`src/rtl/i2cms_pkg.sv`:
```
// package for the i2c master bit sequencer
// holds command codes, queue sizing and the word types shared between modules
package i2cms_pkg;

  // command codes, idle marks no command in progress
  typedef enum logic [2:0] {
    KIND_START = 3'd0,
    KIND_STOP  = 3'd1,
    KIND_WRITE = 3'd2,
    KIND_READ  = 3'd3,
    KIND_CHECK = 3'd4,
    KIND_IDLE  = 3'd7
  } kind_e;

  localparam int unsigned QUEUE_DEPTH = 2;
  localparam int unsigned QPTR_W      = (QUEUE_DEPTH > 1) ? $clog2(QUEUE_DEPTH) : 1;
  localparam int unsigned QCNT_W      = $clog2(QUEUE_DEPTH + 1);

  localparam int unsigned PHASE_W     = 16;
  localparam logic [PHASE_W-1:0] PHASE_RESET = 16'd20;

  // apb register map
  localparam int unsigned PADDR_W = 3;
  localparam int unsigned PDATA_W = 32;

  // classified tick word passed from front to back
  typedef struct packed {
    logic       cmd_ok;
    kind_e      kind;
    logic [7:0] tx_byte;
    logic       send_ack;
    logic       sda_in;
  } tick_t;

  // result word for one tick
  typedef struct packed {
    logic       scl_level;
    logic       sda_level;
    logic       busy_res;
    logic       done_res;
    logic [7:0] rx_byte;
    logic       nack_seen;
  } res_t;

endpackage

```
`src/rtl/i2cms_ifs.sv`:
```
// valid/ready channel interfaces for the i2c master bit sequencer
// tick input channel and result output channel, no dependencies
interface i2cms_tick_if;
  logic       valid;
  logic       ready;
  logic       cmd_valid;
  logic [2:0] kind;
  logic [7:0] tx_byte;
  logic       send_ack;
  logic       sda_in;

  modport source (output valid, cmd_valid, kind, tx_byte, send_ack, sda_in, input ready);
  modport sink   (input valid, cmd_valid, kind, tx_byte, send_ack, sda_in, output ready);
endinterface

interface i2cms_res_if;
  logic       valid;
  logic       ready;
  logic       scl_level;
  logic       sda_level;
  logic       busy_res;
  logic       done_res;
  logic [7:0] rx_byte;
  logic       nack_seen;

  modport source (output valid, scl_level, sda_level, busy_res, done_res, rx_byte, nack_seen,
                  input ready);
  modport sink   (input valid, scl_level, sda_level, busy_res, done_res, rx_byte, nack_seen,
                  output ready);
endinterface

```
`src/rtl/i2c_master_bit_sequencer.sv`:
```
// top level of the i2c master bit sequencer: apb register, front, queue, back
// depends on i2cms_pkg, i2cms_ifs, i2cms_front, i2cms_queue, i2cms_back
//
// channel   dir  handshake      word
// tick_i    in   valid/ready    cmd_valid, kind, tx_byte, send_ack, sda_in
// res_o     out  valid/ready    scl_level, sda_level, busy_res, done_res, rx_byte, nack_seen
// apb       in   psel/penable   phase_ticks at byte address 0
//
// one tick word is taken per cycle while the queue has room, and gives one result word
// by way of the queue and then the result register; the sequencer step in the back end sets this rate
// the front and back are parted by a two-word queue, the back by its result register
// rst_ni clears the sequencer to idle with scl and sda released and phase_ticks at 20
// a stalled result holds the back; the front stalls only once the queue is full
module i2c_master_bit_sequencer import i2cms_pkg::*; (
  input  logic               clk_i,
  input  logic               rst_ni,
  i2cms_tick_if.sink         tick_i,
  i2cms_res_if.source        res_o,
  input  logic               psel,
  input  logic               penable,
  input  logic               pwrite,
  input  logic [PADDR_W-1:0] paddr,
  input  logic [PDATA_W-1:0] pwdata,
  output logic [PDATA_W-1:0] prdata,
  output logic               pready
);

  logic [PHASE_W-1:0] phase_ticks_q;
  logic               reg_sel;
  logic               q_full, q_push, q_pop, q_valid;
  tick_t              front_entry, q_entry;

  // register file, phase_ticks at word 0
  assign reg_sel = !paddr[2];
  assign pready  = 1'b1;
  assign prdata  = reg_sel ? {{(PDATA_W-PHASE_W){1'b0}}, phase_ticks_q} : '0;

  always_ff @(posedge clk_i or negedge rst_ni) begin
    if (!rst_ni) begin
      phase_ticks_q <= PHASE_RESET;
    end else if (psel && penable && pwrite && reg_sel) begin
      phase_ticks_q <= pwdata[PHASE_W-1:0];
    end
  end

  // accept and classify
  i2cms_front u_front (
    .tick_i   (tick_i),
    .q_full_i (q_full),
    .push_o   (q_push),
    .entry_o  (front_entry)
  );

  // decoupling queue
  i2cms_queue u_queue (
    .clk_i   (clk_i),
    .rst_ni  (rst_ni),
    .push_i  (q_push),
    .entry_i (front_entry),
    .pop_i   (q_pop),
    .full_o  (q_full),
    .valid_o (q_valid),
    .entry_o (q_entry)
  );

  // sequencer and result register
  i2cms_back u_back (
    .clk_i         (clk_i),
    .rst_ni        (rst_ni),
    .phase_ticks_i (phase_ticks_q),
    .q_valid_i     (q_valid),
    .q_entry_i     (q_entry),
    .q_pop_o       (q_pop),
    .res_o         (res_o)
  );

endmodule

```
`src/rtl/i2cms_front.sv`:
```
// front end: accepts tick words and classifies the offered command
// depends on i2cms_pkg and i2cms_tick_if
module i2cms_front import i2cms_pkg::*; (
  i2cms_tick_if.sink tick_i,
  input  logic       q_full_i,
  output logic       push_o,
  output tick_t      entry_o
);

  // take a word whenever the queue has room
  assign tick_i.ready = !q_full_i;
  assign push_o       = tick_i.valid && !q_full_i;

  // a command counts only when offered with a known code
  always_comb begin
    entry_o.cmd_ok   = 1'b0;
    entry_o.kind     = KIND_START;
    entry_o.tx_byte  = tick_i.tx_byte;
    entry_o.send_ack = tick_i.send_ack;
    entry_o.sda_in   = tick_i.sda_in;
    case (tick_i.kind)
      KIND_START: begin entry_o.cmd_ok = tick_i.cmd_valid; entry_o.kind = KIND_START; end
      KIND_STOP:  begin entry_o.cmd_ok = tick_i.cmd_valid; entry_o.kind = KIND_STOP;  end
      KIND_WRITE: begin entry_o.cmd_ok = tick_i.cmd_valid; entry_o.kind = KIND_WRITE; end
      KIND_READ:  begin entry_o.cmd_ok = tick_i.cmd_valid; entry_o.kind = KIND_READ;  end
      KIND_CHECK: begin entry_o.cmd_ok = tick_i.cmd_valid; entry_o.kind = KIND_CHECK; end
      default: begin
        entry_o.cmd_ok = 1'b0;
        entry_o.kind   = KIND_START;
      end
    endcase
  end

endmodule

```
`src/rtl/i2cms_queue.sv`:
```
// short fifo of classified tick words between front and back
// depends on i2cms_pkg
module i2cms_queue import i2cms_pkg::*; (
  input  logic  clk_i,
  input  logic  rst_ni,
  input  logic  push_i,
  input  tick_t entry_i,
  input  logic  pop_i,
  output logic  full_o,
  output logic  valid_o,
  output tick_t entry_o
);

  tick_t             mem_q [QUEUE_DEPTH];
  logic [QPTR_W-1:0] wr_ptr_q, rd_ptr_q;
  logic [QCNT_W-1:0] count_q;
  logic              do_pop;

  assign full_o  = (count_q == QCNT_W'(QUEUE_DEPTH));
  assign valid_o = (count_q != '0);
  assign do_pop  = pop_i && valid_o;
  assign entry_o = mem_q[rd_ptr_q];

  // storage
  always_ff @(posedge clk_i) begin
    if (push_i) begin
      mem_q[wr_ptr_q] <= entry_i;
    end
  end

  // pointers and fill count
  always_ff @(posedge clk_i or negedge rst_ni) begin
    if (!rst_ni) begin
      wr_ptr_q <= '0;
      rd_ptr_q <= '0;
      count_q  <= '0;
    end else begin
      if (push_i) begin
        wr_ptr_q <= (wr_ptr_q == QPTR_W'(QUEUE_DEPTH - 1)) ? '0 : wr_ptr_q + 1'b1;
      end
      if (do_pop) begin
        rd_ptr_q <= (rd_ptr_q == QPTR_W'(QUEUE_DEPTH - 1)) ? '0 : rd_ptr_q + 1'b1;
      end
      case ({push_i, do_pop})
        2'b10:   count_q <= count_q + 1'b1;
        2'b01:   count_q <= count_q - 1'b1;
        default: count_q <= count_q;
      endcase
    end
  end

endmodule

```
`src/rtl/i2cms_back.sv`:
```
// back end: pin sequencer state, phase timer and registered result word
// depends on i2cms_pkg and i2cms_res_if
module i2cms_back import i2cms_pkg::*; (
  input  logic               clk_i,
  input  logic               rst_ni,
  input  logic [PHASE_W-1:0] phase_ticks_i,
  input  logic               q_valid_i,
  input  tick_t              q_entry_i,
  output logic               q_pop_o,
  i2cms_res_if.source        res_o
);

  kind_e              active_q, active_d;
  logic [4:0]         phase_q, phase_d;
  logic [PHASE_W-1:0] tick_q, tick_d;
  logic [7:0]         shift_q, shift_d;
  logic               ack_q, ack_d;
  logic               scl_q, scl_d;
  logic               sda_q, sda_d;
  logic               nack_q, nack_d;
  logic [7:0]         rx_q, rx_d;
  logic               done;

  logic               out_valid_q;
  res_t               res_q;

  logic               step;
  logic               seg_en;
  logic [4:0]         seg_k;
  kind_e              seg_kind;
  logic [PHASE_W-1:0] limit;
  logic [PHASE_W:0]   tick_next;
  logic               finished;

  // k mod 3 for a 5 bit phase index, bit weights 1,2,1,2,1
  function automatic logic [1:0] mod3(input logic [4:0] k);
    logic [3:0] s;
    s = 4'(k[0]) + 4'(k[2]) + 4'(k[4]) + {2'b0, 1'b0, k[1]} * 4'd2 + {3'b0, k[3]} * 4'd2;
    case (s)
      4'd0, 4'd3, 4'd6, 4'd9: mod3 = 2'd0;
      4'd1, 4'd4, 4'd7:       mod3 = 2'd1;
      4'd2, 4'd5, 4'd8:       mod3 = 2'd2;
      default:                mod3 = 2'd0;
    endcase
  endfunction

  // process one tick whenever the result register can take a word
  assign step      = q_valid_i && (!out_valid_q || res_o.ready);
  assign q_pop_o   = step;
  assign limit     = (phase_ticks_i == '0) ? PHASE_W'(1) : phase_ticks_i;
  assign tick_next = {1'b0, tick_q} + 1'b1;

  // next state of the sequencer
  always_comb begin
    active_d = active_q;
    phase_d  = phase_q;
    tick_d   = tick_q;
    shift_d  = shift_q;
    ack_d    = ack_q;
    scl_d    = scl_q;
    sda_d    = sda_q;
    nack_d   = nack_q;
    rx_d     = rx_q;
    done     = 1'b0;
    seg_en   = 1'b0;
    seg_k    = '0;
    seg_kind = active_q;
    finished = 1'b0;

    // start a command or time the current phase
    if (active_q == KIND_IDLE) begin
      if (q_entry_i.cmd_ok) begin
        active_d = q_entry_i.kind;
        phase_d  = '0;
        tick_d   = '0;
        ack_d    = q_entry_i.send_ack;
        seg_en   = 1'b1;
        seg_kind = q_entry_i.kind;
        if (q_entry_i.kind == KIND_WRITE) begin
          shift_d = q_entry_i.tx_byte;
        end else if (q_entry_i.kind == KIND_READ) begin
          shift_d = '0;
        end
      end
    end else begin
      if (tick_next >= {1'b0, limit}) begin
        tick_d  = '0;
        phase_d = phase_q + 1'b1;
        seg_k   = phase_q + 1'b1;
        seg_en  = 1'b1;
      end else begin
        tick_d  = tick_next[PHASE_W-1:0];
      end
    end

    // pin actions of the segment that begins now
    if (seg_en) begin
      case (seg_kind)
        KIND_START: begin
          if (seg_k == 5'd0) begin
            scl_d = 1'b1;
            sda_d = 1'b1;
          end else if (seg_k == 5'd1) begin
            sda_d = 1'b0;
          end else if (seg_k == 5'd2) begin
            scl_d = 1'b0;
          end else begin
            finished = 1'b1;
          end
        end
        KIND_STOP: begin
          if (seg_k == 5'd0) begin
            sda_d = 1'b0;
            scl_d = 1'b1;
          end else if (seg_k == 5'd1) begin
            sda_d = 1'b1;
          end else begin
            finished = 1'b1;
          end
        end
        KIND_CHECK: begin
          if (seg_k == 5'd0) begin
            sda_d = 1'b1;
          end else if (seg_k == 5'd1) begin
            scl_d = 1'b1;
          end else if (seg_k == 5'd2) begin
            nack_d = q_entry_i.sda_in;
            scl_d  = 1'b0;
          end else begin
            finished = 1'b1;
          end
        end
        KIND_WRITE: begin
          if (seg_k >= 5'd24) begin
            finished = 1'b1;
          end else begin
            case (mod3(seg_k))
              2'd0: begin
                if (seg_k == 5'd0) scl_d = 1'b0;
                sda_d = shift_d[7];
              end
              2'd1: begin
                scl_d = 1'b1;
              end
              default: begin
                scl_d = 1'b0;
                // sda released after the last bit
                if (seg_k == 5'd23) sda_d = 1'b1;
                shift_d = {shift_q[6:0], 1'b0};
              end
            endcase
          end
        end
        KIND_READ: begin
          if (seg_k < 5'd16) begin
            if (!seg_k[0]) begin
              scl_d = 1'b1;
            end else begin
              shift_d = {shift_q[6:0], q_entry_i.sda_in};
              scl_d   = 1'b0;
            end
          end else if (seg_k == 5'd16) begin
            rx_d  = shift_q;
            sda_d = !ack_q;
          end else if (seg_k == 5'd17) begin
            scl_d = 1'b1;
          end else if (seg_k == 5'd18) begin
            scl_d = 1'b0;
          end else begin
            if (ack_q) sda_d = 1'b1;
            finished = 1'b1;
          end
        end
        default: begin
          finished = 1'b1;
        end
      endcase
    end

    // command complete
    if (finished && (active_q != KIND_IDLE)) begin
      active_d = KIND_IDLE;
      phase_d  = '0;
      done     = 1'b1;
    end
  end

  // sequencer state
  always_ff @(posedge clk_i or negedge rst_ni) begin
    if (!rst_ni) begin
      active_q <= KIND_IDLE;
      phase_q  <= '0;
      tick_q   <= '0;
      shift_q  <= '0;
      ack_q    <= 1'b0;
      scl_q    <= 1'b1;
      sda_q    <= 1'b1;
      nack_q   <= 1'b0;
      rx_q     <= '0;
    end else if (step) begin
      active_q <= active_d;
      phase_q  <= phase_d;
      tick_q   <= tick_d;
      shift_q  <= shift_d;
      ack_q    <= ack_d;
      scl_q    <= scl_d;
      sda_q    <= sda_d;
      nack_q   <= nack_d;
      rx_q     <= rx_d;
    end
  end

  // result register valid flag
  always_ff @(posedge clk_i or negedge rst_ni) begin
    if (!rst_ni) begin
      out_valid_q <= 1'b0;
    end else if (step) begin
      out_valid_q <= 1'b1;
    end else if (res_o.ready) begin
      out_valid_q <= 1'b0;
    end
  end

  // result word payload
  always_ff @(posedge clk_i) begin
    if (step) begin
      res_q.scl_level <= scl_d;
      res_q.sda_level <= sda_d;
      res_q.busy_res  <= (active_d != KIND_IDLE);
      res_q.done_res  <= done;
      res_q.rx_byte   <= rx_d;
      res_q.nack_seen <= nack_d;
    end
  end

  assign res_o.valid     = out_valid_q;
  assign res_o.scl_level = res_q.scl_level;
  assign res_o.sda_level = res_q.sda_level;
  assign res_o.busy_res  = res_q.busy_res;
  assign res_o.done_res  = res_q.done_res;
  assign res_o.rx_byte   = res_q.rx_byte;
  assign res_o.nack_seen = res_q.nack_seen;

`ifndef SYNTHESIS
  // a finishing word never reports busy
  a_done_not_busy: assert property (@(posedge clk_i) disable iff (!rst_ni)
    out_valid_q && res_q.done_res |-> !res_q.busy_res)
    else $error("done reported while busy");

  // idle sequencer keeps its phase index cleared
  a_idle_phase: assert property (@(posedge clk_i) disable iff (!rst_ni)
    (active_q == KIND_IDLE) |-> (phase_q == '0))
    else $error("phase index not cleared while idle");

  // idle sequencer keeps its phase timer cleared
  a_idle_tick: assert property (@(posedge clk_i) disable iff (!rst_ni)
    (active_q == KIND_IDLE) |-> (tick_q == '0))
    else $error("phase timer not cleared while idle");
`endif

endmodule

```
`src/flat_wrapper.sv`:
```
// flat-port wrapper written by rule: the top's interface ports become plain ports
module i2c_master_bit_sequencer_flat import i2cms_pkg::*;
  (clk_i, rst_ni, psel, penable, pwrite, paddr, pwdata, prdata, pready, tick_i_valid, tick_i_cmd_valid, tick_i_kind, tick_i_tx_byte, tick_i_send_ack, tick_i_sda_in, tick_i_ready, res_o_valid, res_o_scl_level, res_o_sda_level, res_o_busy_res, res_o_done_res, res_o_rx_byte, res_o_nack_seen, res_o_ready);
  i2cms_tick_if tick_i_i ();
  i2cms_res_if res_o_i ();
  input  logic clk_i;
  input  logic rst_ni;
  input  logic psel;
  input  logic penable;
  input  logic pwrite;
  input  logic [PADDR_W-1:0] paddr;
  input  logic [PDATA_W-1:0] pwdata;
  output logic [PDATA_W-1:0] prdata;
  output logic pready;
  input wire logic [$bits(tick_i_i.valid)-1:0] tick_i_valid;
  input wire logic [$bits(tick_i_i.cmd_valid)-1:0] tick_i_cmd_valid;
  input wire logic [$bits(tick_i_i.kind)-1:0] tick_i_kind;
  input wire logic [$bits(tick_i_i.tx_byte)-1:0] tick_i_tx_byte;
  input wire logic [$bits(tick_i_i.send_ack)-1:0] tick_i_send_ack;
  input wire logic [$bits(tick_i_i.sda_in)-1:0] tick_i_sda_in;
  output wire logic [$bits(tick_i_i.ready)-1:0] tick_i_ready;
  output wire logic [$bits(res_o_i.valid)-1:0] res_o_valid;
  output wire logic [$bits(res_o_i.scl_level)-1:0] res_o_scl_level;
  output wire logic [$bits(res_o_i.sda_level)-1:0] res_o_sda_level;
  output wire logic [$bits(res_o_i.busy_res)-1:0] res_o_busy_res;
  output wire logic [$bits(res_o_i.done_res)-1:0] res_o_done_res;
  output wire logic [$bits(res_o_i.rx_byte)-1:0] res_o_rx_byte;
  output wire logic [$bits(res_o_i.nack_seen)-1:0] res_o_nack_seen;
  input wire logic [$bits(res_o_i.ready)-1:0] res_o_ready;
  assign tick_i_i.valid = tick_i_valid;
  assign tick_i_i.cmd_valid = tick_i_cmd_valid;
  assign tick_i_i.kind = tick_i_kind;
  assign tick_i_i.tx_byte = tick_i_tx_byte;
  assign tick_i_i.send_ack = tick_i_send_ack;
  assign tick_i_i.sda_in = tick_i_sda_in;
  assign tick_i_ready = tick_i_i.ready;
  assign res_o_valid = res_o_i.valid;
  assign res_o_scl_level = res_o_i.scl_level;
  assign res_o_sda_level = res_o_i.sda_level;
  assign res_o_busy_res = res_o_i.busy_res;
  assign res_o_done_res = res_o_i.done_res;
  assign res_o_rx_byte = res_o_i.rx_byte;
  assign res_o_nack_seen = res_o_i.nack_seen;
  assign res_o_i.ready = res_o_ready;
  i2c_master_bit_sequencer u_core (.clk_i(clk_i), .rst_ni(rst_ni), .tick_i(tick_i_i), .res_o(res_o_i), .psel(psel), .penable(penable), .pwrite(pwrite), .paddr(paddr), .pwdata(pwdata), .prdata(prdata), .pready(pready));
endmodule
```
`config.mk`:
```
export PLATFORM = sky130hd
export DESIGN_NAME = i2c_master_bit_sequencer_flat
export DESIGN_NICKNAME = d
export VERILOG_FILES = /design/src/rtl/i2cms_pkg.sv /design/src/rtl/i2cms_ifs.sv /design/src/rtl/i2c_master_bit_sequencer.sv /design/src/rtl/i2cms_front.sv /design/src/rtl/i2cms_queue.sv /design/src/rtl/i2cms_back.sv /design/src/flat_wrapper.sv
export SDC_FILE = /design/constraint.sdc
export NUM_CORES = 1
export LEC_CHECK = 0
export BUFFER_PORTS_ARGS = -buffer_cell sky130_fd_sc_hd__buf_2
export CAP_MARGIN = 10
export CORE_ASPECT_RATIO = 1.1
export CORE_MARGIN = 10
export CORE_UTILIZATION = 53
export CTS_BUF_LIST = sky130_fd_sc_hd__clkbuf_4 sky130_fd_sc_hd__clkbuf_8 sky130_fd_sc_hd__clkbuf_16
export DETAILED_ROUTE_END_ITERATION = 10
export PLACE_DENSITY = 0.76
export SYNTH_ARGS = -nofsm -noshare
export SYNTH_HDL_FRONTEND = slang
export SYNTH_HIERARCHICAL = 1
export SYNTH_SLANG_ARGS = --single-unit
```
`constraint.sdc`:
```
create_clock -name clk_i -period 13.87 [get_ports clk_i]
set_clock_uncertainty 0.15 [all_clocks]
set_input_delay 1.387 -clock clk_i [delete_from_list [all_inputs] [get_ports clk_i]]
set_output_delay 1.387 -clock clk_i [all_outputs]
set_load 0.02 [all_outputs]
```
==> out/metrics.csv <==
stage,metric,value,unit
outcome,status,"finished, final reports clean",
critical_path,critical path data required time,13.91,ns
synthesis,synthesized netlist cell count,582,
critical_path,CP endpoint kind,register,
layout,fraction of layout cells with a size suffix above 1,26.4,%
drt,via count,4591,
clock_tree,hold-fix buffer count after cts,0,
synthesis,ranking of synthesized cells by area,"dfrtp_1 (23%), edfxtp_1 (20%), mux2_2 (7.3%), ha_1 (4.4%), buf_4 (3.3%)",
critical_path,WP buf/inv,2,
floorplanning,initial core utilization,54.5,%
clock_tree,CTS H-Tree Depth,3,
clock_tree,total setup buffers inserted after CTS,0,
place,Post-Place Cells,768,
layout,area occupied by multi-input gates,0.00305,mm²
synthesis,Yosys top cell by area,dfrtp_1,
timing,Fin. Hold Viols,0,
drt,DR WL/cell,17.4,µm
synthesis,Synth cell types,78,
layout,storage element area,0.00287,mm²
grt,antenna violations before repair,0,
clock_tree,# resized after CTS,0,
place,pre-CTS WS,7.93,ns
critical_path,crit-path max FO,6,
grt,first-pass GRT wire length,22.9,mm
critical_path,CP top delay family,simple AND/OR/NAND/NOR gates,
floorplanning,Die W,124,µm
timing,Max Slew Vio Count,0,
drt,ANT nets after route,0,
timing,min Tclk post-route,6.05,ns
layout,fin nets,711,
synthesis,Synth async-reset ratio,61.3,%
critical_path,most common cell type on the critical path,nor2_1,
timing,final worst setup slack,7.82,ns
clock_tree,clk slew on worst S/H paths,0.07,ns
clock_tree,CTS max path bufs,2,
timing,setup TNS,0,ns
timing,Tcrit/Tclk final,43.6,%
clock_tree,Num Clock Sinks,106,
timing,fmax,0.165,GHz
timing,RSZ-0062 raised after global routing,false,
grt,grt total ovfl,0,
synthesis,Main synth FF type,dfrtp_1,
hold_path,HP Class,register to register,
floorplanning,# rows,41,
synthesis,register bit total from synthesis,106,
drt,drt pass-1 iters,5,
synthesis,register area share after synthesis,45.5,%
drt,Vias per Instance,5.84,
place,PortBufs,68,
place,post-DP HPWL,10.2,mm
clock_tree,CTS tree,yes,
clock_tree,Clock Root Buffer,clkbuf_16,
layout,fin cells,786,
timing,endpoints failing setup,0,
critical_path,Setup CP Type,register to register,
drt,number of remaining DRC errors,0,
layout,"Core Util, Final",59.5,%
drt,drt first-iter violations,327,
synthesis,mapped cell area,0.00629,mm²
floorplanning,Core Footprint,0.0115,mm²
grt,All-Layer GR Usage,16.8,%
layout,fillers,951,
floorplanning,io pins,104,
critical_path,CP arrival,6.09,ns
power,Design Power,0.00123,W
power,pwr dens,179,mW/mm²
critical_path,Critical Path Slowest Stage Cell,fa_1,
drt,"wirelength, routed",13.7,mm
synthesis,Post-synth EDFFs,41,
synthesis,post-synth top area share,23.1,%
clock_tree,CTS buffer count,9,
grt,pin count of the biggest net entering global routing,66,
power,Max rail drop VDD,0.119,mV
layout,Syn-to-layout area delta,9.20,%
clock_tree,worst-skew pair later-pin latency,0.34,ns
synthesis,total of warnings raised by yosys,6,
grt,number of global-route vias before repair,4618,
floorplanning,die footprint,0.0166,mm²
critical_path,crit-path max cell delay,0.55,ns
run,max_cap viols,0,
timing,slew at the pin with the worst max-slew slack,0.848,ns
floorplanning,Chip Height,134,µm
place,GP Congestion,0.889,
critical_path,critical path startpoint category,register,
timing,Slew HR,43.4,%
layout,diodes inserted,0,
power,Leak,3.09,nW
synthesis,Synth Area per Inst,10.8,µm²
[metal layers]
layer,share of wire (%),GRT usage (%),vias to the layer above
met1,44,22.1,2216
met4,1.8,5.38,0
met5,0,0,-
li1,-,-,2174
met2,48,26.5,176
met3,6.1,4.07,25
[placed cells by master (no fill, tap or decap), types with 15 or more instances in the layout]
| master | count |
|---|---|
| o21ai_0 | 19 |
| conb_1 | 17 |
| nor2_1 | 25 |
| xnor2_1 | 15 |
| mux2_2 | 41 |
| ha_1 | 22 |
| a22o_1 | 15 |
| nand3_1 | 20 |
| nand2_1 | 42 |
| a21oi_1 | 19 |
| dfrtp_1 | 58 |
| edfxtp_1 | 41 |
| inv_1 | 30 |
| buf_2 | 68 |
[metrics by stage]
stage | hold WS [ns] | cell area [µm²]
2_1_floorplan | 0.306 | 6350
3_3_place_gp | 0.323 | 6570
3_5_place_dp | 0.322 | 6570
4_1_cts | 0.336 | 6860
5_1_grt | 0.365 | 6870
6_report | 0.338 | 6870
[logic make-up (layout without fill, tap and decap cells)]
logic type | Yosys count | in the layout | synth area share, %
buffers and inverters | 80 | 119 | 6.92
XOR/XNOR | 26 | 26 | 3.62
flip-flops | 106 | 106 | 45.5
AND/OR/NAND/NOR | 184 | 184 | 16.8
multiplexers | 54 | 54 | 10.2
other | 2 | 17 | 0.119
AO/OA/AOI/OAI | 106 | 106 | 11.8
adder cells (fa/ha/maj) | 24 | 24 | 5.01
[worst register-to-register path: stages, from the launching register on]
cell and delay (ns):
dfrtp_1 0.44, nand3_1 0.12, nor2_1 0.17, nand3_1 0.12
nor2_1 0.26, nand3_1 0.22, nor2_1 0.16, xor2_1 0.23
ha_1 0.19, nand3_1 0.12, nor3_1 0.20, o21ai_0 0.16
and4_1 0.35, nor2_4 0.17, inv_2 0.08, fa_1 0.43
fa_1 0.55, inv_1 0.06, ha_1 0.19, mux2_2 0.32
nor2_1 0.21, nor2_1 0.08, a21boi_0 0.13, a311oi_1 0.26
o221ai_1 0.16, and4_1 0.22, mux2i_1 0.13
[worst paths after layout]
check                                         from  slack (ns)                       endpoint  cells after the start
max in group asynchronous                   rst_ni       11.94       u_core/u_back/shift_q[7]                      2
min reg2reg                u_core/u_queue/wr_ptr_q        0.34        u_core/u_queue/wr_ptr_q                      1
max                        u_core/u_back/tick_q[5]        7.82  u_core/u_back/res_o.sda_level                     26
min                        u_core/u_queue/wr_ptr_q        0.34        u_core/u_queue/wr_ptr_q                      1
min in group asynchronous                   rst_ni        1.07       u_core/phase_ticks_q[12]                      2
max reg2reg                u_core/u_back/tick_q[5]        7.82  u_core/u_back/res_o.sda_level                     26
[report_power, final]
group          leakage (nW)  switching, W  internal [W]  total [W]
combinational          1.74      0.000298      0.000190   0.000488
clock                 0.144      0.000117      0.000125   0.000242
sequential             1.21     0.0000797      0.000419   0.000499
[cells in the mapped netlist, types with 6 or more instances]
| cell type | number |
|---|---|
| nor2_1 | 25 |
| nand2_1 | 42 |
| and2_1 | 9 |
| nand4_1 | 9 |
| xor2_1 | 11 |
| dfstp_2 | 7 |
| nand3_1 | 20 |
| a22o_1 | 15 |
| ha_1 | 22 |
| clkbuf_1 | 11 |
| nor2b_1 | 12 |
| edfxtp_1 | 41 |
| o31ai_1 | 10 |
| buf_2 | 6 |
| mux2_2 | 41 |
| o21ai_0 | 19 |
| nor3_1 | 10 |
| nor4_1 | 7 |
| buf_4 | 28 |
| xnor2_1 | 15 |
| nor3b_1 | 6 |
| inv_1 | 30 |
| nand2b_1 | 8 |
| dfrtp_1 | 58 |
| mux2_4 | 10 |
| and2b_1 | 6 |
| a21oi_1 | 19 |
[final cells by class]
class / instances / share of cell area, %
clock buffer: 9 / 3.28
clock inverter: 7 / 0.856
inverter: 31 / 1.69
multi-input combinational: 411 / 44.3
sequential: 106 / 41.7
tap: 150 / 2.73
timing repair buffer: 72 / 5.39
[flip-flops by register name, summed over array words and instances (netlist names)]
register                       cells
u_core/u_back/res_o.nack_seen      1
u_core/u_queue/mem_q              28
u_core/u_back/res_o.busy_res       1
u_core/u_back/scl_q                1
u_core/u_queue/wr_ptr_q            1
u_core/u_back/tick_q              16
u_core/u_back/sda_q                1
u_core/u_back/res_o.scl_level      1
u_core/u_queue/rd_ptr_q            1
u_core/u_back/res_o.done_res       1
u_core/u_back/nack_q               1
u_core/u_back/active_q             3
u_core/u_back/res_o.valid          1
u_core/u_back/res_o.sda_level      1
u_core/phase_ticks_q              16
u_core/u_back/phase_q              5
u_core/u_back/res_o.rx_byte        8
u_core/u_back/rx_q                 8
u_core/u_back/ack_q                1
u_core/u_queue/count_q             2
u_core/u_back/shift_q              8
(Power assumes the default switching activity.)
